`config.mk`:
```
export PLATFORM = sky130hd
export DESIGN_NAME = lfdc_divider
export DESIGN_NICKNAME = d
export VERILOG_FILES = /design/src/rtl/core/lfdc_pkg.sv /design/src/rtl/core/lfdc_divider.sv
export SDC_FILE = /design/constraint.sdc
export NUM_CORES = 1
export LEC_CHECK = 0
export ABC_AREA = 1
export CAP_MARGIN = 20
export CORE_MARGIN = 2
export CORE_UTILIZATION = 47
export DETAILED_ROUTE_END_ITERATION = 7
export DONT_BUFFER_PORTS = 1
export GPL_ROUTABILITY_DRIVEN = 0
export SLEW_MARGIN = 20
export SYNTH_ARGS = -nofsm -noshare
export SYNTH_HDL_FRONTEND = slang
export SYNTH_SLANG_ARGS = --single-unit
```
`constraint.sdc`:
```
create_clock -name clk -period 1.4 [get_ports clk]
set_input_delay 0.28 -clock clk [delete_from_list [all_inputs] [get_ports clk]]
set_output_delay 0.28 -clock clk [all_outputs]
set_load 0.01 [all_outputs]
```
`src/rtl/core/lfdc_pkg.sv`:
```
`timescale 1ns / 1ps
// ----------------------------------------------------------------------------
// lfdc_pkg
// Types, constants and pattern helpers for the line follower drive control.
// ----------------------------------------------------------------------------
package lfdc_pkg;

	localparam int SENSOR_N   = 8;
	localparam int DUTY_W     = 7;
	localparam int ERR_W      = 5;
	localparam int GAIN_W     = 4;
	localparam int THR_W      = 4;
	localparam int CFG_IDX_W  = 3;
	localparam int CFG_DATA_W = 7;
	localparam int SUM_W      = 6;
	localparam int CNT_W      = 4;
	localparam int PROD_W     = 10;
	localparam int DRV_W      = 11;

	typedef logic [DUTY_W-1:0]        duty_t;
	typedef logic signed [ERR_W-1:0]  err_t;
	typedef logic [SENSOR_N-1:0]      sensor_t;

	typedef enum logic [1:0] {
		MODE_PROP  = 2'd0,
		MODE_RIGHT = 2'd1,
		MODE_LEFT  = 2'd2,
		MODE_HOLD  = 2'd3
	} mode_t;

	localparam logic [CFG_IDX_W-1:0] CFG_STEER_GAIN      = 3'd0;
	localparam logic [CFG_IDX_W-1:0] CFG_STRAIGHT_BASE   = 3'd1;
	localparam logic [CFG_IDX_W-1:0] CFG_CURVE_BASE      = 3'd2;
	localparam logic [CFG_IDX_W-1:0] CFG_CURVE_THRESHOLD = 3'd3;
	localparam logic [CFG_IDX_W-1:0] CFG_DRIVE_LIMIT     = 3'd4;

	localparam logic [GAIN_W-1:0] RST_STEER_GAIN      = 4'd9;
	localparam duty_t             RST_STRAIGHT_BASE   = 7'd23;
	localparam duty_t             RST_CURVE_BASE      = 7'd12;
	localparam logic [THR_W-1:0]  RST_CURVE_THRESHOLD = 4'd4;
	localparam duty_t             RST_DRIVE_LIMIT     = 7'd99;

	localparam duty_t PIVOT_DUTY_1 = 7'd45;
	localparam duty_t PIVOT_DUTY_2 = 7'd50;
	localparam duty_t PIVOT_DUTY_3 = 7'd55;
	localparam duty_t PIVOT_DUTY_4 = 7'd60;

	typedef struct packed {
		mode_t mode;
		duty_t duty_a;
		duty_t duty_b;
	} pattern_t;

	typedef struct packed {
		logic                   start;
		logic [ERR_W-1:0]       dividend;
		logic [CNT_W-1:0]       divisor;
	} div_req_t;

	typedef struct packed {
		logic                   done;
		logic [ERR_W-1:0]       quotient;
	} div_rsp_t;

	function automatic logic signed [SUM_W-1:0] sensor_weight(input logic [2:0] idx);
		logic signed [SUM_W-1:0] w;
		unique case (idx)
			3'd0: w = -6'sd12;
			3'd1: w = -6'sd5;
			3'd2: w = -6'sd3;
			3'd3: w = -6'sd1;
			3'd4: w = 6'sd1;
			3'd5: w = 6'sd3;
			3'd6: w = 6'sd5;
			3'd7: w = 6'sd12;
			default: w = '0;
		endcase
		return w;
	endfunction

	// Fixed drives for the edge-run and hold patterns; everything else is proportional.
	function automatic pattern_t classify(input sensor_t bits);
		pattern_t p;
		p = '{mode: MODE_PROP, duty_a: '0, duty_b: '0};
		unique case (bits)
			8'h03: p = '{mode: MODE_RIGHT, duty_a: '0, duty_b: PIVOT_DUTY_1};
			8'h07: p = '{mode: MODE_RIGHT, duty_a: '0, duty_b: PIVOT_DUTY_2};
			8'h0F: p = '{mode: MODE_RIGHT, duty_a: '0, duty_b: PIVOT_DUTY_3};
			8'h1F: p = '{mode: MODE_RIGHT, duty_a: '0, duty_b: PIVOT_DUTY_4};
			8'hC0: p = '{mode: MODE_LEFT, duty_a: PIVOT_DUTY_1, duty_b: '0};
			8'hE0: p = '{mode: MODE_LEFT, duty_a: PIVOT_DUTY_2, duty_b: '0};
			8'hF0: p = '{mode: MODE_LEFT, duty_a: PIVOT_DUTY_3, duty_b: '0};
			8'hF8: p = '{mode: MODE_LEFT, duty_a: PIVOT_DUTY_4, duty_b: '0};
			8'hFF, 8'h00, 8'h81: p = '{mode: MODE_HOLD, duty_a: '0, duty_b: '0};
			default: p = '{mode: MODE_PROP, duty_a: '0, duty_b: '0};
		endcase
		return p;
	endfunction

endpackage

```
`src/rtl/core/lfdc_divider.sv`:
```
`timescale 1ns / 1ps
// ----------------------------------------------------------------------------
// lfdc_divider
// Restoring divider, one quotient bit per cycle, for the error magnitude.
// ----------------------------------------------------------------------------
module lfdc_divider import lfdc_pkg::*; (
	input  logic     clk,
	input  logic     arst_n,
	input  div_req_t req,
	output div_rsp_t rsp
);

	localparam int DIV_STEPS = ERR_W;
	localparam int STEP_W    = $clog2(DIV_STEPS);

	logic [CNT_W-1:0]  rem_q;
	logic [ERR_W-1:0]  dvd_q;
	logic [CNT_W-1:0]  dsr_q;
	logic [STEP_W-1:0] step_q;
	logic              busy_q;
	logic              done_q;

	logic [CNT_W:0]    trial;
	logic [CNT_W:0]    diff;
	logic              fits;

	always_comb begin
		trial = {rem_q, dvd_q[ERR_W-1]};
		fits  = trial >= {1'b0, dsr_q};
		diff  = trial - {1'b0, dsr_q};
	end

	always_ff @(posedge clk or negedge arst_n) begin
		if (!arst_n) begin
			busy_q <= 1'b0;
			done_q <= 1'b0;
			step_q <= '0;
		end else begin
			done_q <= 1'b0;
			if (req.start) begin
				busy_q <= 1'b1;
				step_q <= '0;
			end else if (busy_q) begin
				if (step_q == STEP_W'(DIV_STEPS - 1)) begin
					busy_q <= 1'b0;
					done_q <= 1'b1;
				end
				step_q <= step_q + 1'b1;
			end
		end
	end

	// quotient bits shift in where dividend bits shift out
	always_ff @(posedge clk) begin
		if (req.start) begin
			rem_q <= '0;
			dvd_q <= req.dividend;
			dsr_q <= req.divisor;
		end else if (busy_q) begin
			rem_q <= fits ? diff[CNT_W-1:0] : trial[CNT_W-1:0];
			dvd_q <= {dvd_q[ERR_W-2:0], fits};
		end
	end

	assign rsp.done     = done_q;
	assign rsp.quotient = dvd_q;

endmodule

```
==> run metrics <==
Total Wirelength 1730 µm; clock transition at the registers of the reported paths 0.11 ns; first-pass GRT wire length 2640 µm; Row Count 15; Ys Warns 0; vias in the first global route 580; largest family of logic cells by synthesized area simple AND/OR/NAND/NOR gates; total CTS buffers 3; Max Root-Sink Buffers 2; fraction of layout instances using a drive strength above 1 between 30% and 40%; post-DR vias/cell 4.97; Design Area, Final 1140 µm²; Crit. End Element register; FFs w/ async S/R, synth 27.8%; area leader, netlist edfxtp_1; Fin. Hold Viols 0; PwrDens 1650 nW/µm²; post-synthesis simple-gate area fraction 26.3%; outcome finished, violations left; Max-slew headroom between 80 and 90%; Clock Latency Late Sink 0.28 ns; CP Class register to register; multiplexer area fraction after synthesis 0%; slowest cell delay on critical path 0.44 ns; Worst Path Arrival 1.60 ns; initial antenna violation count 0; delay-heaviest family, CP flip-flops; LEAKAGE 0.520 nW; nets 129; Highest Clock Rate 0.708 GHz; Initial Util 51.4%; Synth Area in Adders just over 10%; critical path fanouts, max 3; post-DP HPWL ~1100 µm; H-tree depth 1; Max Slew Vio Count 0; RSZ-0062 raised after global routing yes; Layout area overhead 24.0%; area share of the largest cell type after synthesis slightly below 30%; Final ANT Viol Nets 0; Setup Viol. Count Final 3; CP Buf/Inv Count 1; initial DRC count 10; Seq cells post-synth 18; worst-case vdd ir drop 0.879 mV; Via Count 666; most used flip-flop cell after synthesis edfxtp_1; Hold Slack 0.0809 ns; # DRC 0; worst setup margin -0.0132 ns; EDFF count, synth 9; PortBufs 0; Die Span X 48.2 µm; root buf cell clkbuf_4; grt ovf 0; Pwr Total 0.00187 W; Cells after DPL approximately 130; Ports 18; count of cell types in the netlist 23; final period utilization 101%; Cell Area, Synth ~900 µm²; critical path depth in cells 6; hold crit path type input port to register; Synth area leaders edfxtp_1 29%, dfrtp_1 14%, nand2_1 12%; Slowest cell on crit path dfxtp_1; Compound-Gate Fraction of Synth Area 3.96%; failing checks setup timing; Synthesized Nets about 120; Core Area 1780 µm²; Finished Layout Cells 134; crit start category register; maximum capacitance violations 0; Area after DPL 978 µm²; ant diodes 0; Least-Margin Pin Slew 0.256 ns; GRT Total Usage between 15 and 20%; CTS tree yes; DRT Pass-1 Iters 4; Synth Area in XOR/XNOR less than 1%; Die Y around 48 µm; Hold Path Depth 0; Synth Instances between 90 and 100; Avg WL per Cell roughly 13 µm; CP cell instances inv_1 > fa_2 > xor2_2 > nand2_2 > nand3_2 > nand2_1; skew final roughly 0.0074 ns; CTS sink cnt 18; worst endpoint required time around 1.6 ns; Die Area approximately 2300 µm²; post-synthesis sequential area ratio between 50% and 60%; R2R cell count 6; Mean Syn Cell Area between 9 and 10 µm²; fin crit period between 1 and 1.5 ns; largest net degree at the start of global routing 12
-- cell type report --
type	instances	area, µm²
sequential	18	475
fill	149	646
timing repair buffer	9	70.1
clock buffer	4	26.3
multi-input combinational	64	482
tap	25	31.3
inverter	14	52.6
-- where the power goes --
part	internal, W	switching (W)
registers	0.000668	0.000103
clock network	0.000110	0.000154
logic	0.000381	0.000457
total	0.00116	0.000714
-- sequential cells by signal, summed over array words and instances (netlist names) --
register	count
done_q	1
dvd_q	5
rem_q	4
busy_q	1
step_q	3
dsr_q	4
-- synthesized netlist by cell type (all sizes together) (2+ instances only) --
| cell type | count |
|---|---|
| dfrtp | 5 |
| a21oi | 2 |
| nand3 | 9 |
| ha | 6 |
| edfxtp | 9 |
| dfxtp | 4 |
| o21ai | 2 |
| nand2 | 31 |
| inv | 14 |
| nor2 | 6 |
| a31oi | 2 |
| nand4 | 2 |
-- layer usage --
layer  track usage [%]  part of all wire [%]
met1              24.2                    49
met2              24.7                    46
met3              5.19                   4.6
met4              4.86                  0.87
met5                 0                     0
-- timing repair --
item,CTS,global route
hold endpoints to repair,5,0
setup endpoints to repair,2,5
hold buffers,1,0
buffers inserted,3,0
pin swaps,3,9
gates resized for setup,5,15
-- final timing paths --
path                                              end  slack (ns)                   from
worst max-delay path            rem_q[2]$_SDFFE_PP0P_       -0.01  rem_q[0]$_SDFFE_PP0P_
worst max register to register  rem_q[2]$_SDFFE_PP0P_       -0.01  rem_q[0]$_SDFFE_PP0P_
worst min-delay path               dsr_q[1]$_DFFE_PP_        0.08                 req[1]
max in group asynchronous       step_q[2]$_DFFE_PN0P_        0.94                 arst_n
min in group asynchronous       step_q[0]$_DFFE_PN0P_        0.28                 arst_n
worst min register to register  rem_q[3]$_SDFFE_PP0P_        0.46  rem_q[3]$_SDFFE_PP0P_
-- through the flow --
step           setup TNS (ns)  setup WS, ns  util [%]
6_report              -0.0174       -0.0132      63.8
4_1_cts                     0       0.00186      59.2
2_1_floorplan         -0.0156       -0.0156         -
5_1_grt                -0.297       -0.0980      63.8
3_5_place_dp          -0.0479       -0.0479      54.9
3_3_place_gp          -0.0426       -0.0426      54.9
-- cell usage in the layout (no fill, tap or decap), types with 4 or more instances in the layout --
cell type  synthesis  layout
dfxtp_1            4       4
buf_4              1       8
dfrtp_1            5       5
ha_4               0       4
nand2_2            1       5
nand2_1           29      24
inv_2              1       4
nand3_1            9       6
inv_1             13      10
edfxtp_1           9       9
-- cells by family (layout without fill, tap and decap cells) --
family          count (synthesis)  after routing
compound gates                  6              6
simple gates                   50             50
xor+xnor                        1              1
buf+inv                        15             27
fa+ha+maj                       7              7
flops                          18             18
-- worst reg2reg max path, cell delays in order, from the launching register on --
cell     delay, ns
dfxtp_1       0.44
inv_1         0.11
fa_2          0.41
xor2_2        0.16
nand2_2       0.09
nand3_2       0.06
nand2_1       0.04
Note: power is estimated with default switching activity, not from simulation.
